`src/hdl/sliding_median_filter_macros.svh`:
```
// ----------------------------------------------------------------------------
// Assertion macros for the sliding median filter
// Concurrent checks clocked on i_clk and disabled while i_rst_n is low.
// ----------------------------------------------------------------------------
`ifndef SLIDING_MEDIAN_FILTER_MACROS_SVH
`define SLIDING_MEDIAN_FILTER_MACROS_SVH

`ifndef SYNTHESIS

// Same-cycle implication
`define SMF_ASSERT_IMPL(lbl, ante, cons) \
    lbl: assert property (@(posedge i_clk) disable iff (!i_rst_n) (ante) |-> (cons)) \
        else $error("sliding median filter check failed");

// Next-cycle implication
`define SMF_ASSERT_NEXT(lbl, ante, cons) \
    lbl: assert property (@(posedge i_clk) disable iff (!i_rst_n) (ante) |=> (cons)) \
        else $error("sliding median filter check failed");

`else

`define SMF_ASSERT_IMPL(lbl, ante, cons)
`define SMF_ASSERT_NEXT(lbl, ante, cons)

`endif

`endif

```
`src/hdl/smf_pkg.sv`:
```
// ----------------------------------------------------------------------------
// Sliding median filter package
// Shared widths, sample and status codes, element type and FSM states.
// ----------------------------------------------------------------------------
package smf_pkg;

    localparam int SAMPLE_W   = 16;
    localparam int STATUS_W   = 2;
    localparam int WINDOW_DEF = 9;

    localparam logic [SAMPLE_W-1:0] SAMPLE_READ_ERROR   = 16'hFFFF;
    localparam logic [SAMPLE_W-1:0] SAMPLE_OUT_OF_RANGE = 16'h0000;

    localparam logic [STATUS_W-1:0] STATUS_VALID        = 2'd0;
    localparam logic [STATUS_W-1:0] STATUS_READ_ERROR   = 2'd1;
    localparam logic [STATUS_W-1:0] STATUS_OUT_OF_RANGE = 2'd2;

    // One entry of the sorted chain
    typedef struct packed {
        logic                valid;
        logic [SAMPLE_W-1:0] value;
    } t_elem;

    typedef enum logic {
        ST_IDLE,
        ST_EMIT
    } t_state;

endpackage

```
`src/hdl/smf_cell.sv`:
```
// ----------------------------------------------------------------------------
// Sorted-chain cell
// Holds one window sample and its age. On an update it drops the evicted
// entry, makes room for the new sample and takes its value from itself, its
// lower neighbor, its upper neighbor or the new sample.
// ----------------------------------------------------------------------------
module smf_cell
    import smf_pkg::*;
#(
    parameter int WINDOW = WINDOW_DEF,
    parameter int AGE_W  = (WINDOW > 1) ? $clog2(WINDOW) : 1
) (
    input  logic             i_clk,
    input  logic             i_rst_n,
    input  logic             i_load,
    input  logic [SAMPLE_W-1:0] i_x,
    input  t_elem            i_up,
    input  logic [AGE_W-1:0] i_up_age,
    input  logic             i_evict_below,
    input  t_elem            i_prev_a,
    input  logic [AGE_W-1:0] i_prev_a_age,
    input  logic             i_prev_gt,
    output t_elem            o_elem,
    output logic [AGE_W-1:0] o_age,
    output logic             o_evict_below,
    output t_elem            o_a,
    output logic [AGE_W-1:0] o_a_age,
    output logic             o_gt
);

    localparam logic [AGE_W-1:0] AGE_LAST = AGE_W'(WINDOW - 1);

    t_elem            r_elem, n_elem;
    logic [AGE_W-1:0] r_age,  n_age;
    logic             w_evict;
    logic             w_shift;
    t_elem            w_a;
    logic [AGE_W-1:0] w_a_age;
    logic             w_gt;

    always_comb begin
        w_evict = r_elem.valid && (r_age == AGE_LAST);
        w_shift = i_evict_below || w_evict;
        // Close the gap left by the evicted entry
        w_a     = w_shift ? i_up     : r_elem;
        w_a_age = w_shift ? i_up_age : r_age;
        // Empty entries sort above every sample
        w_gt    = !w_a.valid || (w_a.value > i_x);

        if (i_prev_gt) begin
            n_elem = i_prev_a;
            n_age  = i_prev_a_age + AGE_W'(1);
        end else if (w_gt) begin
            n_elem.valid = 1'b1;
            n_elem.value = i_x;
            n_age        = '0;
        end else begin
            n_elem = w_a;
            n_age  = w_a_age + AGE_W'(1);
        end
    end

    always_ff @(posedge i_clk) begin
        if (!i_rst_n) begin
            r_elem.valid <= 1'b0;
        end else if (i_load) begin
            r_elem.valid <= n_elem.valid;
        end
        if (i_load) begin
            r_elem.value <= n_elem.value;
            r_age        <= n_age;
        end
    end

    assign o_elem        = r_elem;
    assign o_age         = r_age;
    assign o_evict_below = w_shift;
    assign o_a           = w_a;
    assign o_a_age       = w_a_age;
    assign o_gt          = w_gt;

endmodule

```
`src/hdl/smf_chain.sv`:
```
// ----------------------------------------------------------------------------
// Sorted sample chain
// A row of WINDOW cells kept in ascending order; valid entries fill the low
// end. One update inserts a sample and evicts the oldest when full.
// ----------------------------------------------------------------------------
module smf_chain
    import smf_pkg::*;
#(
    parameter int WINDOW = WINDOW_DEF
) (
    input  logic                           i_clk,
    input  logic                           i_rst_n,
    input  logic                           i_load,
    input  logic [SAMPLE_W-1:0]            i_x,
    output logic [WINDOW-1:0][SAMPLE_W-1:0] o_values,
    output logic [WINDOW-1:0]              o_valids
);

    localparam int AGE_W = (WINDOW > 1) ? $clog2(WINDOW) : 1;

    localparam t_elem ELEM_EMPTY = '{valid: 1'b0, value: '0};

    t_elem            w_elem  [WINDOW];
    logic [AGE_W-1:0] w_age   [WINDOW];
    logic             w_evb   [WINDOW];
    t_elem            w_a     [WINDOW];
    logic [AGE_W-1:0] w_a_age [WINDOW];
    logic             w_gt    [WINDOW];

    for (genvar g = 0; g < WINDOW; g++) begin : g_cell
        t_elem            w_up;
        logic [AGE_W-1:0] w_up_age;
        logic             w_evb_in;
        t_elem            w_prev_a;
        logic [AGE_W-1:0] w_prev_age;
        logic             w_prev_gt;

        if (g == WINDOW - 1) begin : g_top
            assign w_up     = ELEM_EMPTY;
            assign w_up_age = '0;
        end else begin : g_mid
            assign w_up     = w_elem[g+1];
            assign w_up_age = w_age[g+1];
        end

        if (g == 0) begin : g_bottom
            assign w_evb_in   = 1'b0;
            assign w_prev_a   = ELEM_EMPTY;
            assign w_prev_age = '0;
            assign w_prev_gt  = 1'b0;
        end else begin : g_link
            assign w_evb_in   = w_evb[g-1];
            assign w_prev_a   = w_a[g-1];
            assign w_prev_age = w_a_age[g-1];
            assign w_prev_gt  = w_gt[g-1];
        end

        smf_cell #(
            .WINDOW (WINDOW),
            .AGE_W  (AGE_W)
        ) u_cell (
            .i_clk         (i_clk),
            .i_rst_n       (i_rst_n),
            .i_load        (i_load),
            .i_x           (i_x),
            .i_up          (w_up),
            .i_up_age      (w_up_age),
            .i_evict_below (w_evb_in),
            .i_prev_a      (w_prev_a),
            .i_prev_a_age  (w_prev_age),
            .i_prev_gt     (w_prev_gt),
            .o_elem        (w_elem[g]),
            .o_age         (w_age[g]),
            .o_evict_below (w_evb[g]),
            .o_a           (w_a[g]),
            .o_a_age       (w_a_age[g]),
            .o_gt          (w_gt[g])
        );

        assign o_values[g] = w_elem[g].value;
        assign o_valids[g] = w_elem[g].valid;
    end

endmodule

```
`src/hdl/sliding_median_filter.sv`:
```
// ----------------------------------------------------------------------------
// Sliding median filter
// Median of the most recent WINDOW valid distance samples.
// ----------------------------------------------------------------------------
// Input channel (i_valid / o_ready / i_sample): one distance sample per
// transaction. 16'hFFFF reports a read error, zero reports out of range;
// neither enters the window. Any other sample is inserted into a sorted
// chain of cells and, once the chain is full, the oldest sample leaves.
// Output channel (o_valid / i_ready): one transaction per input with
// o_status, o_median (upper median of the window, zero unless status is
// valid) and o_raw_echo (the sample unchanged).
// The chain updates at the edge that accepts the sample; the result is
// loaded into the output register from ST_EMIT once it is free, and
// the median tap is read there, after the chain update. Input is taken
// only in ST_IDLE, so no new sample is accepted while one is in ST_EMIT.
// A new sample is accepted while a finished result waits in the output
// register; once a second result is ready, input stalls until the
// receiver takes the first. Reset empties the window and the output.
// ----------------------------------------------------------------------------
`include "sliding_median_filter_macros.svh"

module sliding_median_filter
    import smf_pkg::*;
#(
    parameter int WINDOW = WINDOW_DEF
) (
    input  logic                i_clk,
    input  logic                i_rst_n,
    input  logic                i_valid,
    output logic                o_ready,
    input  logic [SAMPLE_W-1:0] i_sample,
    output logic                o_valid,
    input  logic                i_ready,
    output logic [STATUS_W-1:0] o_status,
    output logic [SAMPLE_W-1:0] o_median,
    output logic [SAMPLE_W-1:0] o_raw_echo
);

    localparam int CNT_W = $clog2(WINDOW + 1);
    localparam int IDX_W = (WINDOW > 1) ? $clog2(WINDOW) : 1;
    localparam logic [CNT_W-1:0] CNT_FULL = CNT_W'(WINDOW);

    t_state              r_state, n_state;
    logic [CNT_W-1:0]    r_count, n_count;
    logic [STATUS_W-1:0] r_stat;
    logic [SAMPLE_W-1:0] r_raw;
    logic                r_out_valid, n_out_valid;
    logic [STATUS_W-1:0] r_out_status;
    logic [SAMPLE_W-1:0] r_out_median;
    logic [SAMPLE_W-1:0] r_out_raw;

    logic                w_accept;
    logic [STATUS_W-1:0] w_stat;
    logic                w_load;
    logic                w_count_up;
    logic                w_emit;
    logic [IDX_W-1:0]    w_mid_idx;
    logic [WINDOW-1:0][SAMPLE_W-1:0] w_values;
    logic [WINDOW-1:0]   w_valids;

    assign w_accept = i_valid && o_ready;

    always_comb begin
        if (i_sample == SAMPLE_READ_ERROR) begin
            w_stat = STATUS_READ_ERROR;
        end else if (i_sample == SAMPLE_OUT_OF_RANGE) begin
            w_stat = STATUS_OUT_OF_RANGE;
        end else begin
            w_stat = STATUS_VALID;
        end
    end

    assign w_load     = w_accept && (w_stat == STATUS_VALID);
    assign w_count_up = w_load && (r_count != CNT_FULL);

    smf_chain #(
        .WINDOW (WINDOW)
    ) u_chain (
        .i_clk    (i_clk),
        .i_rst_n  (i_rst_n),
        .i_load   (w_load),
        .i_x      (i_sample),
        .o_values (w_values),
        .o_valids (w_valids)
    );

    assign w_mid_idx = IDX_W'(r_count >> 1);

    always_comb begin
        n_state     = r_state;
        o_ready     = 1'b0;
        w_emit      = 1'b0;
        unique case (r_state)
            ST_IDLE: begin
                o_ready = 1'b1;
                if (i_valid) begin
                    n_state = ST_EMIT;
                end
            end
            ST_EMIT: begin
                // Hold until the output register frees up
                if (!r_out_valid || i_ready) begin
                    w_emit  = 1'b1;
                    n_state = ST_IDLE;
                end
            end
            default: begin
                n_state = ST_IDLE;
            end
        endcase
        n_out_valid = w_emit || (r_out_valid && !i_ready);
        n_count     = r_count;
        if (w_count_up) begin
            n_count = r_count + CNT_W'(1);
        end
    end

    always_ff @(posedge i_clk) begin
        if (!i_rst_n) begin
            r_state     <= ST_IDLE;
            r_count     <= '0;
            r_out_valid <= 1'b0;
        end else begin
            r_state     <= n_state;
            r_count     <= n_count;
            r_out_valid <= n_out_valid;
        end
    end

    always_ff @(posedge i_clk) begin
        if (w_accept) begin
            r_stat <= w_stat;
            r_raw  <= i_sample;
        end
        if (w_emit) begin
            r_out_status <= r_stat;
            r_out_raw    <= r_raw;
            r_out_median <= (r_stat == STATUS_VALID) ? w_values[w_mid_idx] : '0;
        end
    end

    assign o_valid    = r_out_valid;
    assign o_status   = r_out_status;
    assign o_median   = r_out_median;
    assign o_raw_echo = r_out_raw;

    `SMF_ASSERT_IMPL(a_median_zero, o_valid && (o_status != STATUS_VALID), o_median == '0)
    `SMF_ASSERT_IMPL(a_count_bound, 1'b1, r_count <= CNT_FULL)
    `SMF_ASSERT_IMPL(a_count_cells, 1'b1, $countones(w_valids) == int'(r_count))
    `SMF_ASSERT_NEXT(a_count_step, w_count_up, r_count == $past(r_count) + CNT_W'(1))

endmodule
```
`config.mk`:
```
export PLATFORM = sky130hd
export DESIGN_NAME = sliding_median_filter
export DESIGN_NICKNAME = d
export VERILOG_FILES = /design/src/hdl/smf_pkg.sv /design/src/hdl/smf_cell.sv /design/src/hdl/smf_chain.sv /design/src/hdl/sliding_median_filter.sv
export VERILOG_INCLUDE_DIRS = /design/src /design/src/hdl
export SDC_FILE = /design/constraint.sdc
export NUM_CORES = 1
export LEC_CHECK = 0
export BUFFER_PORTS_ARGS = -buffer_cell sky130_fd_sc_hd__buf_4
export CORE_MARGIN = 4
export CORE_UTILIZATION = 56
export DETAILED_ROUTE_END_ITERATION = 6
export GPL_TIMING_DRIVEN = 0
export PLACE_DENSITY = 0.82
export SYNTH_ARGS = -nofsm -noshare
export SYNTH_HDL_FRONTEND = slang
export SYNTH_SLANG_ARGS = --single-unit
export TNS_END_PERCENT = 50
```
`constraint.sdc`:
```
create_clock -name i_clk -period 16 [get_ports i_clk]
set_clock_uncertainty 0.1 [all_clocks]
set_input_delay 2.4 -clock i_clk [delete_from_list [all_inputs] [get_ports i_clk]]
set_output_delay 2.4 -clock i_clk [all_outputs]
set_load 0.01 [all_outputs]
```
==> run metrics, run 1 <==
initial DRC count=2352; vias in the first global route=15700; leakage=0.00808 uW; DRC viols=0; Initial Util=between 50% and 60%; WL/cell=23.8 um; async set-reset flop share out of synthesis=0%; status=complete, no violations; Max Cap Viol=0; Flop pwr share=between 40% and 50%; area delta synth->final=11.2%; Slew @ Worst Pin=between 1 and 1.5 ns; Top Family by Delay on Critical Path=compound AO/OA/AOI/OAI gates; power density over cell area=98.9 nW/um^2; FP Rows=66; first-pass GRT wire length=85.3 mm; CP startpoint kind=primary input; layout cells sized above 1=20.1%; register area=7270 um^2; Avg Cell Area, Syn=around 10 um^2; Clk Latency, worst-skew pair=0.56 ns; period utilization=41.2%; required time worst endpoint=16.19 ns; critical path class=in2reg; r2r worst-path depth=17; clock network power share=35.7%; Post-Synthesis Cells=between 1500 and 2000; die area=36500 um^2; Slew Limit Headroom=approximately 15%; fill count=2491; CP endpoint kind=flop; TNS Setup=0 ns; hpwl dp=42.0 mm; Power Internal=1460 uW; GPL Wtd Cong=0.951; setup repair after global routing missed its margin=false; Resized cells post-CTS=0; CTS tree=yes; RR Endpoint=u_chain.g_cell[4].u_cell.o_elem[11]$_DFFE_PP_; H-tree depth=1; worst hold path type=reg2reg; TritonCTS Buffers=27; critical path arrival=6.78 ns; Die W=191 um; Pins Over Slew Limit=0; final WL=56.0 mm; CP max FO=11; die height=191 um; Crit-path slowest cell=a221oi_1; Worst VDD drop=76.6 uV; critical path, cell by cell=buf_4 -> clkbuf_1 -> inv_1 -> ha_1 -> a21oi_1 -> o21ai_0 -> a221oi_1 -> a21boi_1 -> clkbuf_1 -> o21ai_0 -> o31ai_1; final setup vio count=0; sw frac=between 20% and 30%; switching pwr=just over 600 uW; 1st-pass router iterations=6; largest net degree at the start of global routing=64; CP bufs+invs=4; Worst Setup EP=u_chain.g_cell[2].u_cell.o_elem[11]$_DFFE_PP_; commonest cells after routing, fill and taps aside=nand2_1 (236), edfxtp_1 (232), ha_1 (155); Top FF cell, synth=edfxtp_1; vias per std cell=roughly 6.8; FF-to-FF setup slack=10.41 ns; Core ar.=around 33000 um^2; Fin. Hold Viols=0; Yosys cell types=72; syn_nets=1982; Post-synth EDFFs=232; GRT overflow=0; Fmax=152 MHz; initial antenna violation count=2; instance count on the critical path=11; Critical Path Start=i_sample[11]; Top-Level Pins=56; Final min period=between 6 and 7 ns; Post-Layout Inst Area=20800 um^2; Gate power share=23.7%; post-synthesis cell area=18800 um^2; CTS Root Cell=clkbuf_16; setup bufs post-CTS=0; worst r2r src=u_chain.g_cell[0].u_cell.o_age[1]$_SDFFCE_PP0P_; DRT antenna net count=0; Placed Instance Area=19800 um^2; Multi-input gate area=10700 um^2; Max stage delay on crit path=slightly below 1 ns; clock-pin slew on the worst setup and hold paths=0.06 ns; post-synthesis register bit count=247; hold_ws=approximately 0.32 ns; register area share after synthesis=between 30% and 40%; commonest non-fill, non-tap cell in the layout=nand2_1; Global Route Usage Sum=29.5%; Synth Warn #=0; PortBufs=55; Clock Sinks=about 250; CTS Buffer Depth=3; DR vias=16100; nets=about 2100; CTS Hold Buffers Added=0
==> registers in the layout, indices dropped and copies added (netlist names) <==
| register | flops |
|---|---|
| r_stat | 2 |
| o_valid | 1 |
| o_median | 16 |
| r_state | 1 |
| r_count | 4 |
| r_raw | 16 |
| o_status | 2 |
| u_chain.g_cell.u_cell.o_elem | 153 |
| u_chain.g_cell.u_cell.o_age | 36 |
| o_raw_echo | 16 |
==> layout make-up <==
class	count	share of cell area, %
well taps	442	2.65
clock inverters	18	1.54
clock buffers	32	3.43
diodes	1	0.0120
plain buffers	115	2.90
multi-input cells	1382	51.1
flip-flops and latches	247	34.9
repair buffers	58	2.38
inverters	63	1.13
==> per-stage QoR <==
stage | utilization (%) | power [uW] | setup WS [ns] | std cells
finish | 63.6 | 2060 | 9.41 | 2358
global route | 63.6 | 2140 | 8.95 | 2357
CTS | 63.6 | 2050 | 9.57 | 2357
detailed placement | 60.4 | 1320 | 9.03 | 2307
global placement | 60.2 | 1300 | 1.22 | 2304
floorplan | - | 1180 | 5.76 | 1807
==> per-layer routing <==
metal	up-vias	part of all wire, %	global-route usage (%)
li1	7052	-	-
met1	7681	38	38.8
met2	1145	45	47.4
met3	228	11	5.97
met4	4	5.2	13.6
met5	-	0.048	0
==> synth_stat cells (30+ instances only) <==
cell | n | area (um^2)
mux2i_1 | 90 | 901
and2_1 | 30 | 188
mux4_2 | 32 | 721
nor2_1 | 89 | 334
inv_1 | 63 | 236
o21ai_0 | 71 | 355
nand2_1 | 236 | 886
ha_1 | 155 | 1940
mux2_2 | 150 | 1690
nand4_1 | 38 | 238
edfxtp_1 | 232 | 6970
nor3_1 | 49 | 245
a21oi_1 | 89 | 445
buf_2 | 36 | 180
clkbuf_1 | 50 | 188
==> power by group through the flow <==
stage,logic (uW),registers [uW],clock network (uW)
after floorplan,337,838,0
after global placement,446,855,0
after detailed placement,471,846,0
after CTS,478,834,737
after global routing,531,841,764
final,490,836,737
==> logic make-up after synthesis <==
family,count (synthesis),share of synthesized area [%]
AOI/OAI and AO/OA,373,13.3
and+or+nand+nor,555,14.0
xor gates and xnor gates,19,0.887
muxes,280,18.3
buffers and inverters,178,4.46
adders and majority gates,155,10.3
DFF,247,38.7
==> worst min-delay path by stage <==
| stage | from | end | slack, ns | depth (start not counted) |
|---|---|---|---|---|
| final | r_raw[13]$_DFFE_PP_ | o_raw_echo[13]$_DFFE_PP_ | 0.32 | 0 |
| after detailed placement | r_raw[13]$_DFFE_PP_ | o_raw_echo[13]$_DFFE_PP_ | 0.31 | 0 |
| after CTS | r_raw[13]$_DFFE_PP_ | o_raw_echo[13]$_DFFE_PP_ | 0.32 | 0 |
| after floorplan | r_raw[0]$_DFFE_PP_ | o_raw_echo[0]$_DFFE_PP_ | 0.30 | 0 |
| after global routing | r_raw[8]$_DFFE_PP_ | o_raw_echo[8]$_DFFE_PP_ | 0.33 | 0 |
| after global placement | r_raw[6]$_DFFE_PP_ | o_raw_echo[6]$_DFFE_PP_ | 0.30 | 0 |
No activity file was read; power rests on OpenSTA's default activity.
==> run 2: changes to the inputs <==
clock period = 6.3 ns   (was 16 ns; I/O delays follow)
==> run metrics, run 2 (synthesis gave the netlist of run 1 again) <==
final WL=55.5 mm (was 56.0 mm); Clock Sinks=247 (unchanged); hpwl dp=41.7 mm (was 42.0 mm); Gate power share=23.9% (was 23.7%); Clk Latency, worst-skew pair=0.56 ns (about the same); H-tree depth=1 (unchanged); worst hold path type=reg2reg (unchanged); CTS Buffer Depth=3 (unchanged); Final Non-Filler Cells=2355 (was 2358); commonest cells after routing, fill and taps aside=nand2_1 (236), edfxtp_1 (232), ha_1 (155) (unchanged); Multi-input gate area=10700 um^2 (unchanged); status=finished with violations (was complete, no violations); layout cells sized above 1=19.9% (was 20.1%); Post-Route Utilization=63.3% (was 63.6%); fill count=2561 (was 2491); Fmax=177 MHz; Fin. Hold Viols=0 (unchanged); failing checks=DRC; Worst Slack Setup Final=0.665 ns (was 9.41 ns); TritonCTS Buffers=28 (was 27); CP bufs+invs=3 (was 4); vias in the first global route=15200 (was 15700); vias per std cell=6.72 (was 6.83); antenna cells=0 (was 1); leakage=0.00804 uW (was 0.00808 uW); switching pwr=1540 uW (was 607 uW); FP Rows=66 (unchanged); CTS Hold Buffers Added=0 (unchanged); DRC viols=1 (was 0); die height=191 um (unchanged); Post-Layout Inst Area=20800 um^2 (about the same); required time worst endpoint=6.47 ns (was 16.19 ns); clock network power share=34.8% (was 35.7%); Worst VDD drop=221 uV (was 76.6 uV); setup repair after global routing missed its margin=false (unchanged); critical path, cell by cell=nor2b_1 -> nand3_1 -> nand2_1 -> or3_1 -> buf_4 -> a31oi_1 -> clkbuf_1 -> and2_1 -> ha_1 -> nand4_1 -> nor2_1 -> a221o_1 -> a211oi_1 -> o2111ai_1 -> a21boi_2 -> buf_2 -> a221oi_2 (was buf_4 -> clkbuf_1 -> inv_1 -> ha_1 -> a21oi_1 -> o21ai_0 -> a221oi_1 -> a21boi_1 -> clkbuf_1 -> o21ai_0 -> o31ai_1); nets=2068 (was 2069); 1st-pass router iterations=7 (was 6); Crit-path slowest cell=a31oi_1 (was a221oi_1); DP Worst Slack=0.677 ns (was 9.03 ns); Final min period=roughly 5.6 ns; Power Internal=3610 uW (was 1460 uW); Max Cap Viol=0 (unchanged); register area=7270 um^2 (unchanged); WL/cell=23.6 um (was 23.8 um); Die W=191 um (unchanged); initial antenna violation count=0 (was 2); Placed Instance Area=19800 um^2 (about the same); Flop pwr share=41.3% (was 40.5%); DRT antenna net count=0 (unchanged); GRT overflow=0 (unchanged); die area=36500 um^2 (unchanged); CP startpoint kind=flop (was primary input); Initial Util=57.2% (unchanged); DR vias=15800 (was 16100); setup bufs post-CTS=0 (unchanged); CTS Root Cell=clkbuf_16 (unchanged); period utilization=89.5%; Slew @ Worst Pin=1.25 ns (was 1.27 ns); Global Route Usage Sum=29.4% (was 29.5%); CTS tree=yes (unchanged); Resized cells post-CTS=0 (unchanged); CP max FO=10 (was 11); PortBufs=55 (unchanged); CP endpoint kind=flop (unchanged); largest net degree at the start of global routing=115 (was 64); GPL Wtd Cong=0.960 (was 0.951); final setup vio count=0 (unchanged); power density over cell area=248 nW/um^2 (was 98.9 nW/um^2); area delta synth->final=10.7% (was 11.2%); critical path arrival=5.80 ns (was 6.78 ns); Slew Limit Headroom=16.2% (was 14.9%); Max stage delay on crit path=0.45 ns (was 0.98 ns); Core ar.=32800 um^2 (unchanged); clock-pin slew on the worst setup and hold paths=0.07 ns (was 0.06 ns); initial DRC count=2039 (was 2352); Pins Over Slew Limit=0 (unchanged); critical path class=reg2reg (was in2reg); commonest non-fill, non-tap cell in the layout=nand2_1 (unchanged); Top-Level Pins=56 (unchanged); max reg flops=153 (unchanged); TNS Setup=0 ns (unchanged); Top Family by Delay on Critical Path=compound AO/OA/AOI/OAI gates (unchanged); sw frac=29.9% (was 29.4%); placed cell count=2305 (was 2307); first-pass GRT wire length=84.5 mm (was 85.3 mm)
-- run 2: cell type report --
type,instances,share of cell area (%)
plain buffers,115,2.94
clock buffers,33,3.62
clock inverters,17,1.16
inverters,63,1.14
multi-input cells,1382,51.3
flip-flops and latches,247,35.0
well taps,442,2.66
repair buffers,56,2.12
-- run 2: final timing paths --
path / end / startpoint / slack [ns] / cells after the start
worst max-delay path: u_chain.g_cell[8].u_cell.o_elem[12]$_DFFE_PP_ / u_chain.g_cell[4].u_cell.o_age[3]$_DFFE_PP_ / 0.66 / 17
worst min-delay path: o_raw_echo[8]$_DFFE_PP_ / r_raw[8]$_DFFE_PP_ / 0.32 / 0
worst max register to register: u_chain.g_cell[8].u_cell.o_elem[12]$_DFFE_PP_ / u_chain.g_cell[4].u_cell.o_age[3]$_DFFE_PP_ / 0.66 / 17
worst min register to register: o_raw_echo[8]$_DFFE_PP_ / r_raw[8]$_DFFE_PP_ / 0.32 / 0
-- run 2: worst reg2reg max path, cell delays in order (launching register included) --
cell       delay [ns]
edfxtp_1         0.43
nor2b_1          0.17
nand3_1          0.27
nand2_1          0.35
or3_1            0.41
buf_4            0.18
a31oi_1          0.45
clkbuf_1         0.42
and2_1           0.20
ha_1             0.24
nand4_1          0.18
nor2_1           0.07
a221o_1          0.32
a211oi_1         0.43
o2111ai_1        0.25
a21boi_2         0.40
buf_2            0.37
a221oi_2         0.11
-- run 2: power groups by stage --
stage	clock network (uW)	logic, uW	registers (uW)
2_1_floorplan	0	855	2120
3_3_place_gp	0	1140	2160
3_5_place_dp	0	1190	2150
4_1_cts	1800	1200	2120
5_1_grt	1870	1340	2140
6_report	1790	1230	2120
-- run 2: through the flow --
stage / total power [uW] / hold slack, ns
6_report: 5150 / 0.317
5_1_grt: 5340 / 0.325
3_3_place_gp: 3290 / 0.300
2_1_floorplan: 2970 / 0.300
3_5_place_dp: 3340 / 0.305
4_1_cts: 5110 / 0.319
-- run 2: routing by layer --
metal / track usage (%) / up-vias / routed length (um)
met5: 0 / - / 0
met4: 10.9 / 0 / 2470
met3: 5.64 / 212 / 5790
met2: 47.6 / 971 / 25300
met1: 39.4 / 7601 / 21900
li1: - / 7045 / -
